**config.mk**
```make
export PLATFORM = sky130hd
export DESIGN_NAME = rtpjb_div
export DESIGN_NICKNAME = d
export VERILOG_FILES = /design/src/rtpjb_pkg.sv /design/src/rtpjb_div.sv
export SDC_FILE = /design/constraint.sdc
export NUM_CORES = 1
export LEC_CHECK = 0
export BUFFER_PORTS_ARGS = -buffer_cell sky130_fd_sc_hd__buf_2
export CELL_PAD_IN_SITES_DETAIL_PLACEMENT = 1
export CELL_PAD_IN_SITES_GLOBAL_PLACEMENT = 1
export CORE_MARGIN = 2
export CORE_UTILIZATION = 46
export DETAILED_ROUTE_END_ITERATION = 12
export GPL_ROUTABILITY_DRIVEN = 0
export HOLD_SLACK_MARGIN = 0.02
export PLACE_DENSITY = 0.89
export SKIP_CTS_REPAIR_TIMING = 1
export SKIP_LAST_GASP = 1
export SLEW_MARGIN = 10
export SYNTH_ARGS = -nofsm -noshare
export SYNTH_HDL_FRONTEND = slang
export SYNTH_SLANG_ARGS = --single-unit
```
**constraint.sdc**
```tcl
create_clock -name clk -period 5.95 [get_ports clk]
set_input_delay 0.8925 -clock clk [delete_from_list [all_inputs] [get_ports clk]]
set_output_delay 0.8925 -clock clk [all_outputs]
set_load 0.005 [all_outputs]
```
**src/rtpjb_pkg.sv**
```systemverilog
// Shared types, constants and codes for the RTP jitter buffer.
`default_nettype none
package rtpjb_pkg;

  localparam int unsigned MaxEntriesDef = 64;

  localparam logic [17:0] RateRst     = 18'd8000;
  localparam logic [15:0] MinDelayRst = 16'd20;
  localparam logic [15:0] MaxDelayRst = 16'd500;
  localparam logic [15:0] InitDelayRst = 16'd60;

  localparam logic [15:0] DelayUp   = 16'd10;
  localparam logic [15:0] DelayDown = 16'd5;
  localparam logic [15:0] LossGapLimit = 16'd100;
  localparam logic [9:0]  MsPerSec  = 10'd1000;

  typedef enum logic [1:0] {
    FUNC_INSERT  = 2'd0,
    FUNC_EXTRACT = 2'd1,
    FUNC_CLEAR   = 2'd2,
    FUNC_NOP     = 2'd3
  } func_t;

  typedef enum logic [1:0] {
    REG_RATE      = 2'd0,
    REG_MIN_DELAY = 2'd1,
    REG_MAX_DELAY = 2'd2,
    REG_INIT_DELAY = 2'd3
  } reg_idx_t;

  // Divider request / response between top level and the divider.
  typedef struct packed {
    logic        start;
    logic [41:0] dividend;
    logic [17:0] divisor;
  } div_req_t;

  typedef struct packed {
    logic        done;
    logic [41:0] quotient;
  } div_rsp_t;

endpackage
`default_nettype wire

```
**src/rtpjb_div.sv**
```systemverilog
// Restoring bit-serial divider, one quotient bit per cycle.
`default_nettype none
module rtpjb_div (
  input  wire logic              clk,
  input  wire logic              rst_n,
  input  wire rtpjb_pkg::div_req_t req,
  output rtpjb_pkg::div_rsp_t     rsp
);
  logic [41:0] quo_r, quo_nxt;
  logic [17:0] rem_r, rem_nxt;
  logic [17:0] dvs_r, dvs_nxt;
  logic [5:0]  cnt_r, cnt_nxt;
  logic        busy_r, busy_nxt;
  logic        done_r, done_nxt;
  logic [18:0] trial;

  always_comb begin
    quo_nxt  = quo_r;
    rem_nxt  = rem_r;
    dvs_nxt  = dvs_r;
    cnt_nxt  = cnt_r;
    busy_nxt = busy_r;
    done_nxt = 1'b0;
    trial    = {rem_r, quo_r[41]};
    if (req.start) begin
      quo_nxt  = req.dividend;
      rem_nxt  = '0;
      dvs_nxt  = req.divisor;
      cnt_nxt  = 6'd42;
      busy_nxt = 1'b1;
    end else if (busy_r) begin
      // remainder stays below the divisor, so it fits in 18 bits
      if (trial >= {1'b0, dvs_r}) begin
        rem_nxt = 18'(trial - {1'b0, dvs_r});
        quo_nxt = {quo_r[40:0], 1'b1};
      end else begin
        rem_nxt = trial[17:0];
        quo_nxt = {quo_r[40:0], 1'b0};
      end
      cnt_nxt = cnt_r - 6'd1;
      if (cnt_r == 6'd1) begin
        busy_nxt = 1'b0;
        done_nxt = 1'b1;
      end
    end
  end

  always_ff @(posedge clk) begin
    quo_r <= quo_nxt;
    rem_r <= rem_nxt;
    dvs_r <= dvs_nxt;
    cnt_r <= cnt_nxt;
    if (!rst_n) begin
      busy_r <= 1'b0;
      done_r <= 1'b0;
    end else begin
      busy_r <= busy_nxt;
      done_r <= done_nxt;
    end
  end

  assign rsp.done     = done_r;
  assign rsp.quotient = quo_r;

  a_done_after_busy: assert property (@(posedge clk) disable iff (!rst_n)
    done_r |-> $past(busy_r)) else $error("divider done without busy");
  a_no_start_busy: assert property (@(posedge clk) disable iff (!rst_n)
    req.start |-> !busy_r) else $error("divider restarted while busy");
  a_cnt_live: assert property (@(posedge clk) disable iff (!rst_n)
    busy_r |-> cnt_r != 6'd0) else $error("divider count underflow");
endmodule
`default_nettype wire

```
# After elaboration in Yosys (flattened, before gate mapping)
# Index checks and enable logic that the tools add are counted.
dict set report op_classes {
  addsub 2
  n_mul 0
  n_div 0
  magnitude_cmp 1
  n_eq_ne 1
  shift 0
  n_mux 8
  n_bitwise 2
  n_reduce_logical 2
}
# cell count
set ops {}
lappend ops {{$mux W42} 2}
lappend ops {{$ge A19 B18 Y1} 1}
lappend ops {{$mux W18} 1}
lappend ops {{$sub A18 B18 Y18} 1}
lappend ops {{$eq A6 B1 Y1 const B} 1}
lappend ops {{$sub A6 B1 Y6 const B} 1}
lappend ops {{$mux W1} 5}
lappend ops {{$reduce_or A3 Y1} 1}
lappend ops {{$not A1 Y1} 2}
lappend ops {{$reduce_bool A2 Y1} 1}
dict set report totals {
  reg_bits 86
  latch_bits 0
  ramBits 0
  mem_bits_ro 0
  input_bits 63
  out_inout_bits 43
  word_cells 22
  memories 0
}

# Longest topological paths before layout
# Gate-level depths: netlist of run 1.
dict set report depth {
  depth_word 4
  ltp_mapped 11
  depth_no_buf 11
}

# Worst setup path before layout of run 1
# OpenSTA, ideal clock, no wires.
dict set report synth_path {
  path_kind {in2reg}
  startpoint {input port req[60] in the netlist's numbering}
  endpoint {register quo_r[0] (enable)}
  setup_ns 0.396
  arrival_time_ns 2.360
  t_required_ns 5.554
  path_slack_ns 3.193
  stages 4
  path_buffers 2
  cell_sequence {clkbuf_1 nor2_1 clkbuf_1 inv_1}
}
dict set report synth_via {
  elab_chain_len 1
}
# element line_no
set synth_lines {}
lappend synth_lines {{from (decl)} rtpjb_div.sv:6} ;# input wire rtpjb_pkg::div_req_t req,
lappend synth_lines {{$reduce_bool A2 Y1 (no source line)} --}
lappend synth_lines {{to (signal assigned)} rtpjb_div.sv:49} ;# quo_r <= quo_nxt;
lappend synth_lines {{to (decl)} rtpjb_div.sv:9} ;# logic [41:0] quo_r, quo_nxt;
# No other way between the ends.
# A chain may end at the register's enable or synchronous reset.

# Worst setup path after layout of run 1
dict set report layout_path {
  startpoint {register quo_r[41]}
  endpoint {register rem_r[14]}
}
dict set report layout_via {
  elab_chain_len 2
  elab_cells_between_ends 3
  cone_classes {add/sub (1); order compare (1); mux (1)}
}
# element line_no
set layout_lines {}
lappend layout_lines {{$sub A18 B18 Y18 or $ge A19 B18 Y1 (tied branches)} {rtpjb_div.sv:34, rtpjb_div.sv:33}}
lappend layout_lines {{$mux W18 (*)} rtpjb_div.sv:33} ;# if (trial >= {1'b0, dvs_r}) begin
lappend layout_lines {{to (signal assigned)} rtpjb_div.sv:50} ;# rem_r <= rem_nxt;
lappend layout_lines {{to (decl)} rtpjb_div.sv:10} ;# logic [17:0] rem_r, rem_nxt;
# Mark *: on every way between the ends. The rest lies on a longest branch, timed or not.

==> impl_metrics.toml, run 1 <==
[global_route]
grt_pass1_wl_um = 18200
track_usage_pct = 23.1
grt-ovfl-total = 0
grt_pass1_vias = 3579
antenna_found_initial = 0
grt_max_degree = 58

[logic_synthesis]
synth_top_area_cell = "edfxtp_1"
syn_nets = 448
netlist_area_sq_um = 4380
synth_top_cell_area_share_pct = 41.1
synthDistinctLibCells = 50
ys_ff_latch = 86
async_flop_share_pct = 0
yosys.cell_count.top_type = "edfxtp_1"
synth_area_per_cell_sq_um = 12.0
synth_seq_area_share_pct = 53.0
synth_commonest_cells = "edfxtp_1, mux2_2, nand2_1"
yosysWarnings = 0
synth_area_leaders = "edfxtp_1, dfxtp_1, mux2_2"
ys.flop_type = "edfxtp_1"
synth_edf_count = 60
netlist_instances = 364

[worst_hold_path]
min_path_cells = 2
hold_path.class = "reg -> reg"

[critical_path]
r2r_cells = 11
arrival_ns = 3.08
worstPathRequired_ns = 6.16
crit_fanout = 4
worstSetupEndpointType = "flip-flop"
crit_path_top_delay_cell = "a221oi_1"
worst-setup-path-type = "reg -> reg"
cp_cell_sequence = "inv_1 > ha_1 > inv_1 > fa_1 > a211oi_1 > o31ai_2 > a221oi_1 > o221ai_1 > xor2_1 > mux2i_1 > o21ai_1"
cpPeakStageDelay_ns = 0.49
startpoint_type = "flip-flop"
critPathMostFrequentCell = "inv_1"

[timing]
finalSetupTns_ns = 0
fin_crit_sh_pct = 48.2
finClkSkew_ns = 0.0171
max_slew_margin_pct = 41.0
rsz0062_at_grt = "no"
timing.final.crit_period_ns = 2.87
worstMarginPinSlew_ns = 0.883
fmax_mhz = 348
final_max_slew_viol_count = 0
hold_viol = 0
setup_violations = 0

[final_layout]
drive_above_1_share_pct = 38.6
nNetsFinal = 550
final_util_pct = 56.9
diodes = 0
syn2layout_area_growth_pct = 19.8

[clock_tree]
cts-root-buf = "clkbuf_8"
cts_made_buffers = 9
insertion_delay_ns = 0.37
htree_levels = 3
cts.path.max_buffers = 2
path_clk_slew_ns = 0.09
clock_sinks = 86
cts_tree = "built"

[route]
wl_um = 11200
drt-pass1-iter-count = 4
wl_per_cell_um = 18.7
viasPerCell = 5.40
ant_nets = 0
drc_errors = 0
drt_iter0_drc = 190
routed-via-count = 3242

[run]
drv_cap = 0

[floorplanning]
fp-row-count = 35
die_area_sq_um = 10300
start_util_pct = 47.4
die_x_um = 102
core-area_sq_um = 9240
io_pins = 106
die_height_um = 102

[power_and_ir_drop]
ir_drop_mv = 0.169
powerDensity_nw_per_um2 = 274
power_leakage_uw = 0.00228

[outcome]
status = "finished clean"

[placed_design]
dp_hpwl_um = 8230
io_buffer_count = 105
## critical path: cells and delay by family (launching register included)
| family | cells | cell delay (ns) |
|---|---|---|
| adders and majority gates | 2 | 0.57 |
| AOI/OAI and AO/OA | 5 | 1.25 |
| DFF | 1 | 0.43 |
| xor gates and xnor gates | 1 | 0.19 |
| buffers and inverters | 2 | 0.13 |
| muxes | 1 | 0.13 |
## cell usage in the layout (no fill, tap or decap), types with 2 or more instances in the layout
master	Yosys	routed
o31ai_1	5	5
mux2i_1	12	12
nand3_1	7	7
nor3_1	4	4
o21ai_1	9	9
clkbuf_8	0	9
buf_2	4	105
a21oi_1	15	15
o31ai_2	2	2
xnor2_1	8	8
edfxtp_1	60	60
o221ai_1	2	2
nor2_1	15	14
nor2b_1	2	2
xor2_1	11	11
nand4_1	2	2
bufinv_16	0	3
mux2_2	41	41
buf_4	2	2
a21oi_2	5	5
inv_1	26	26
o21ai_0	4	4
a211oi_1	7	7
a32oi_1	6	6
o21ai_2	2	2
dfxtp_1	26	26
ha_1	20	20
nand2_1	29	29
nand2_2	2	2
nand2b_1	7	7
## routing by layer
| metal | track usage (%) | vias to the layer above | share of wire, % |
|---|---|---|---|
| met3 | 6.90 | 18 | 6.3 |
| li1 | - | 1534 | - |
| met1 | 27.9 | 1582 | 40 |
| met2 | 39.7 | 108 | 51 |
| met5 | 0 | - | 0 |
| met4 | 6.86 | 0 | 1.9 |
## final cells by class
type	count	area, sq um
fillers	990	3990
flip-flops and latches	86	2320
multi-input cells	236	1890
repair buffers	107	541
well taps	129	161
clock buffers	10	128
clock inverters	6	118
inverters	26	97.6
## worst paths after layout
check,slack [ns],from,endpoint
setup / recovery,3.08,quo_r[41],rem_r[14]
hold / removal,0.48,rem_r[3],rem_r[3]
setup reg to reg,3.08,quo_r[41],rem_r[14]
hold reg to reg,0.48,rem_r[3],rem_r[3]
## cells by family after synthesis
logic type	synth area share [%]
compound gates	11.1
flops	53.0
buf+inv	4.05
xor+xnor	3.80
simple gates	8.62
fa+ha+maj	6.16
mux	13.3
## registers in the layout (all words and copies together), names as in the netlist
signal / cells
cnt_r: 6
dvs_r: 18
rem_r: 18
done_r: 1
busy_r: 1
quo_r: 42
## through the flow
stage / hold WS (ns) / area (sq um) / cells / setup slack [ns] / power (uW)
2_1_floorplan: 0.438 / 4380 / 364 / 3.19 / 850
3_3_place_gp: 0.452 / 5010 / 584 / 3.12 / 928
3_5_place_dp: 0.476 / 5010 / 584 / 3.06 / 941
4_1_cts: 0.489 / 5250 / 600 / 3.10 / 1450
5_1_grt: 0.507 / 5250 / 600 / 2.92 / 1500
6_report: 0.483 / 5250 / 600 / 3.08 / 1440
## power by group
group          switching [uW]  internal (uW)
Combinational             111           94.5
Sequential               27.5            695
Clock                     226            284
Power figures use the tool's default switching activity.
==> run 2: changes to the inputs <==
--- a/config.mk
+++ b/config.mk
@@ -9,11 +9,11 @@
 export CELL_PAD_IN_SITES_DETAIL_PLACEMENT = 1
 export CELL_PAD_IN_SITES_GLOBAL_PLACEMENT = 1
 export CORE_MARGIN = 2
-export CORE_UTILIZATION = 46
+export CORE_UTILIZATION = 42
 export DETAILED_ROUTE_END_ITERATION = 12
 export GPL_ROUTABILITY_DRIVEN = 0
 export HOLD_SLACK_MARGIN = 0.02
-export PLACE_DENSITY = 0.89
+export PLACE_DENSITY = 0.83
 export SKIP_CTS_REPAIR_TIMING = 1
 export SKIP_LAST_GASP = 1
 export SLEW_MARGIN = 10
==> constraint.sdc (replaced) <==
create_clock -name clk -period 2.8 [get_ports clk]
set_input_delay 0.42 -clock clk [delete_from_list [all_inputs] [get_ports clk]]
set_output_delay 0.42 -clock clk [all_outputs]
set_load 0.005 [all_outputs]
==> impl_metrics.toml, run 2 (same netlist as run 1, synthesis figures left out) <==
[outcome]
status = "finished clean"

[timing]
timing.final.crit_period_ns = 2.65
max_slew_margin_pct = 49.9
finClkSkew_ns = 0.00544
fmax_mhz = 378
hold_viol = 0
fin_crit_sh_pct = 94.6
rsz0062_at_grt = "yes"
setup_violations = 0
final_max_slew_viol_count = 0
worstMarginPinSlew_ns = 0.751

[floorplanning]
die_x_um = 106
fp-row-count = 37
die_area_sq_um = 11300
core-area_sq_um = 10200
io_pins = 106
die_height_um = 106
start_util_pct = 42.9

[route]
drt-pass1-iter-count = 4
wl_per_cell_um = 17.9
ant_nets = 0
drc_errors = 0
routed-via-count = 3267
wl_um = 11000
viasPerCell = 5.33
drt_iter0_drc = 138

[final_layout]
nNetsFinal = 556
largest_register_ff_count = 42
largestRegisters = "quo_r (42), dvs_r (18), rem_r (18)"
regMostFlops = "quo_r"
layout_common_cells = "buf_2, edfxtp_1, mux2_2"
layout_commonest_cell = "buf_2"
fillers = 1121
seqCellArea_sq_um = 2320
syn2layout_area_growth_pct = 19.8
drive_above_1_share_pct = 39.4
multi_input_area_sq_um = 1900
stdcell_area_sq_um = 5250
diodes = 0
instances_no_fill = 613

[power_and_ir_drop]
p_total_uw = 2790
ir_drop_mv = 0.368
power_leakage_uw = 0.00228
powerDensity_nw_per_um2 = 532

[worst_hold_path]
min_path_cells = 1
hold_path.class = "in -> reg"

[critical_path]
worstPathRequired_ns = 3.04
crit_path_top_delay_cell = "edfxtp_1"
crit_family = "compound AO/OA/AOI/OAI gates"
arrival_ns = 2.89
path_depth = 11
crit_fanout = 4
r2r_cells = 11
critPathMostFrequentCell = "inv_1"
cp_cell_sequence = "inv_1 > ha_1 > inv_1 > fa_1 > a211oi_1 > o31ai_2 > a221oi_2 > o221ai_1 > xor2_1 > mux2i_1 > o21ai_1"
cpPeakStageDelay_ns = 0.42
startpoint_type = "flip-flop"
critPathBufInv = 2
worstSetupEndpointType = "flip-flop"
worst-setup-path-type = "reg -> reg"

[placed_design]
placedInstanceArea_sq_um = 5060
dpl.cell_count = 596
dp_hpwl_um = 7960
io_buffer_count = 105

[global_route]
grt_max_degree = 61
track_usage_pct = 20.4
antenna_found_initial = 0
grt_pass1_wl_um = 18000
grt-ovfl-total = 0
grt_pass1_vias = 3604

[clock_tree]
cts-root-buf = "clkbuf_8"
cts_made_buffers = 9
insertion_delay_ns = 0.36
cts.path.max_buffers = 2
clock_sinks = 86
path_clk_slew_ns = 0.09
htree_levels = 3
cts_tree = "built"

[run]
drv_cap = 0
run 2: cell count changes in the layout (fill, tap and decap cells not counted):
cell / change
inv_8: -1
buf_12: +1
nor2_2: -1
a221oi_1: -1
nor2_1: +1
a221oi_2: +1
buf_4: +4
inv_6: +2
clkinv_2: +2
a21oi_2: +1
bufinv_16: -3
run 2: stage by stage:
stage | setup TNS [ns] | setup WS, ns | hold WS, ns | utilization, %
final | 0 | 0.152 | 0.227 | 51.3
after global routing | -0.0636 | -0.0636 | 0.205 | 51.3
after CTS | -0.00531 | -0.00531 | 0.209 | 51.2
after detailed placement | 0 | 0.0261 | 0.471 | 49.5
after global placement | 0 | 0.182 | 0.456 | 49.5
after floorplan | 0 | 0.331 | 0.438 | -
run 2: worst paths after layout:
check	to	start	slack, ns
max	rem_r[14]	quo_r[41]	0.15
min	dvs_r[15]	req[15]	0.23
max reg2reg	rem_r[14]	quo_r[41]	0.15
min reg2reg	rem_r[3]	rem_r[3]	0.49
run 2: area by class of cell:
type | count | share of cell area [%]
timing repair buffer | 112 | 11.2
sequential | 86 | 44.2
clock inverter | 6 | 0.834
multi-input combinational | 237 | 36.2
clock buffer | 10 | 2.43
tap | 136 | 3.24
inverter | 26 | 1.86
run 2: power breakdown:
group / leakage (uW) / total (uW) / switching (uW) / internal [uW]
sequential: 0.000810 / 1530 / 52.1 / 1480
clock: 0.0000875 / 820 / 491 / 330
combinational: 0.00138 / 444 / 237 / 207
run 2: routing by layer:
| layer | up-vias | track usage, % | routed length [um] |
|---|---|---|---|
| li1 | 1559 | - | - |
| met5 | - | 0 | 0 |
| met4 | 0 | 6.11 | 128 |
| met3 | 12 | 7.23 | 835 |
| met1 | 1604 | 22.5 | 4330 |
| met2 | 92 | 36.8 | 5700 |
==> run 3: changes to the inputs <==
--- a/config.mk
+++ b/config.mk
@@ -13,7 +13,7 @@
 export DETAILED_ROUTE_END_ITERATION = 12
 export GPL_ROUTABILITY_DRIVEN = 0
 export HOLD_SLACK_MARGIN = 0.02
-export PLACE_DENSITY = 0.83
+export PLACE_DENSITY_LB_ADDON = 0.1
 export SKIP_CTS_REPAIR_TIMING = 1
 export SKIP_LAST_GASP = 1
 export SLEW_MARGIN = 10
==> impl_metrics.toml, run 3 (same netlist as run 1, synthesis figures left out) <==
[outcome]
status = "finished clean"

[final_layout]
nNetsFinal = 558
regMostFlops = "quo_r"
syn2layout_area_growth_pct = 20.6
diodes = 0
layout_commonest_cell = "buf_2"
fillers = 1131
largest_register_ff_count = 42
drive_above_1_share_pct = 39.7
layout_common_cells = "buf_2, edfxtp_1, mux2_2"
largestRegisters = "quo_r (42), dvs_r (18), rem_r (18)"

[floorplanning]
core-area_sq_um = 10200
die_height_um = 106
die_x_um = 106
fp-row-count = 37
die_area_sq_um = 11300
start_util_pct = 42.9
io_pins = 106

[power_and_ir_drop]
powerDensity_nw_per_um2 = 537
power_leakage_uw = 0.00231
p_total_uw = 2840
ir_drop_mv = 0.303

[clock_tree]
cts-root-buf = "clkbuf_8"
htree_levels = 3
clock_sinks = 86
path_clk_slew_ns = 0.09
insertion_delay_ns = 0.37
cts_made_buffers = 9
cts_tree = "built"
cts.path.max_buffers = 2

[worst_hold_path]
holdPathEnd = "dvs_r[15]"
min_from = "req[15]"
min_path_cells = 1
hold_path.class = "in -> reg"

[route]
drt_iter0_drc = 94
routed-via-count = 3191
ant_nets = 0
viasPerCell = 5.19
wl_per_cell_um = 16.9
wl_um = 10400
drt-pass1-iter-count = 4
drc_errors = 0

[critical_path]
worstPathRequired_ns = 3.04
crit_fanout = 4
crit_family = "compound AO/OA/AOI/OAI gates"
startpoint_type = "flip-flop"
rrSetupSlack_ns = 0.28
worst-setup-path-type = "reg -> reg"
arrival_ns = 2.76
crit_path_top_delay_cell = "edfxtp_1"
rr_endpoint = "rem_r[14]"
r2r_cells = 11
critPathMostFrequentCell = "inv_1"
cpPeakStageDelay_ns = 0.43
cp_cell_sequence = "inv_1 > ha_1 > inv_1 > fa_1 > a211oi_2 > o31ai_2 > a221oi_2 > o221ai_1 > xor2_1 > mux2i_1 > o21ai_1"
path_depth = 11
critPathBufInv = 2
worstSetupEndpointType = "flip-flop"
reg2reg_from = "quo_r[41]"

[timing]
fmax_mhz = 397
fin_crit_sh_pct = 90.0
finClkSkew_ns = 0.00887
timing.final.crit_period_ns = 2.52
worstMarginPinSlew_ns = 0.743
rsz0062_at_grt = "no"
hold_viol = 0
finalSetupTns_ns = 0
setup_violations = 0
max_slew_margin_pct = 50.4
fin_ws_ns = 0.280
final_max_slew_viol_count = 0

[placed_design]
io_buffer_count = 105
dp_hpwl_um = 7590
pre_cts_ws_ns = 0.151

[global_route]
grt-ovfl-total = 0
grt_pass1_wl_um = 17000
track_usage_pct = 19.5
grt_max_degree = 43
antenna_found_initial = 1
grt_pass1_vias = 3309

[run]
drv_cap = 0
-- run 3: cell count changes in the layout (fill, tap and decap cells not counted), sizes merged --
cell	delta
clkinv	+4
buf	+3
inv	-3
a21oi	-1
bufinv	+1
clkbuf	-1
clkinvlp	-1
-- run 3: worst reg2reg max path: stages, from the launching register on --
cell and delay, ns:
edfxtp_1 0.43, inv_1 0.08, ha_1 0.15, inv_1 0.06, fa_1 0.43, a211oi_2 0.27, o31ai_2 0.14, a221oi_2 0.30
o221ai_1 0.15, xor2_1 0.16, mux2i_1 0.15, o21ai_1 0.07
-- run 3: stage by stage --
step,hold WS (ns),instances,instance area [sq um],utilization [%]
3_3_place_gp,0.456,599,5090,49.7
5_1_grt,0.206,615,5290,51.7
3_5_place_dp,0.465,599,5090,49.7
4_1_cts,0.209,615,5280,51.6
6_report,0.227,615,5290,51.7
2_1_floorplan,0.438,364,4380,-
-- run 3: metal layers --
| layer | global-route usage [%] | up-vias | wire length, um | share of wire (%) |
|---|---|---|---|---|
| li1 | - | 1561 | - | - |
| met1 | 24.8 | 1529 | 4600 | 44 |
| met2 | 30.3 | 91 | 4770 | 46 |
| met3 | 7.48 | 10 | 859 | 8.3 |
| met4 | 6.77 | 0 | 150 | 1.4 |
| met5 | 0 | - | 0 | 0 |
-- run 3: how the worst max path moves through the flow --
stage,from,endpoint,slack (ns)
floorplan,quo_r[41],rem_r[14],0.33
global placement,quo_r[41],rem_r[14],0.19
detailed placement,quo_r[41],rem_r[14],0.15
CTS,quo_r[41],rem_r[14],0.12
global route,quo_r[41],rem_r[14],0.06
finish,quo_r[41],rem_r[14],0.28
-- run 3: cell type report --
cell class,instances,area (sq um),share of cell area (%)
sequential,86,2320,43.9
multi-input combinational,236,1900,35.8
timing repair buffer,115,613,11.6
tap,136,170,3.22
clock buffer,9,124,2.34
inverter,26,97.6,1.85
clock inverter,7,65.1,1.23
-- run 3: where the power goes --
part | leakage, uW | switching (uW) | internal (uW)
Sequential | 0.000810 | 45.8 | 1480
Combinational | 0.00140 | 232 | 209
Clock | 0.0000980 | 470 | 407
Total | 0.00231 | 748 | 2090
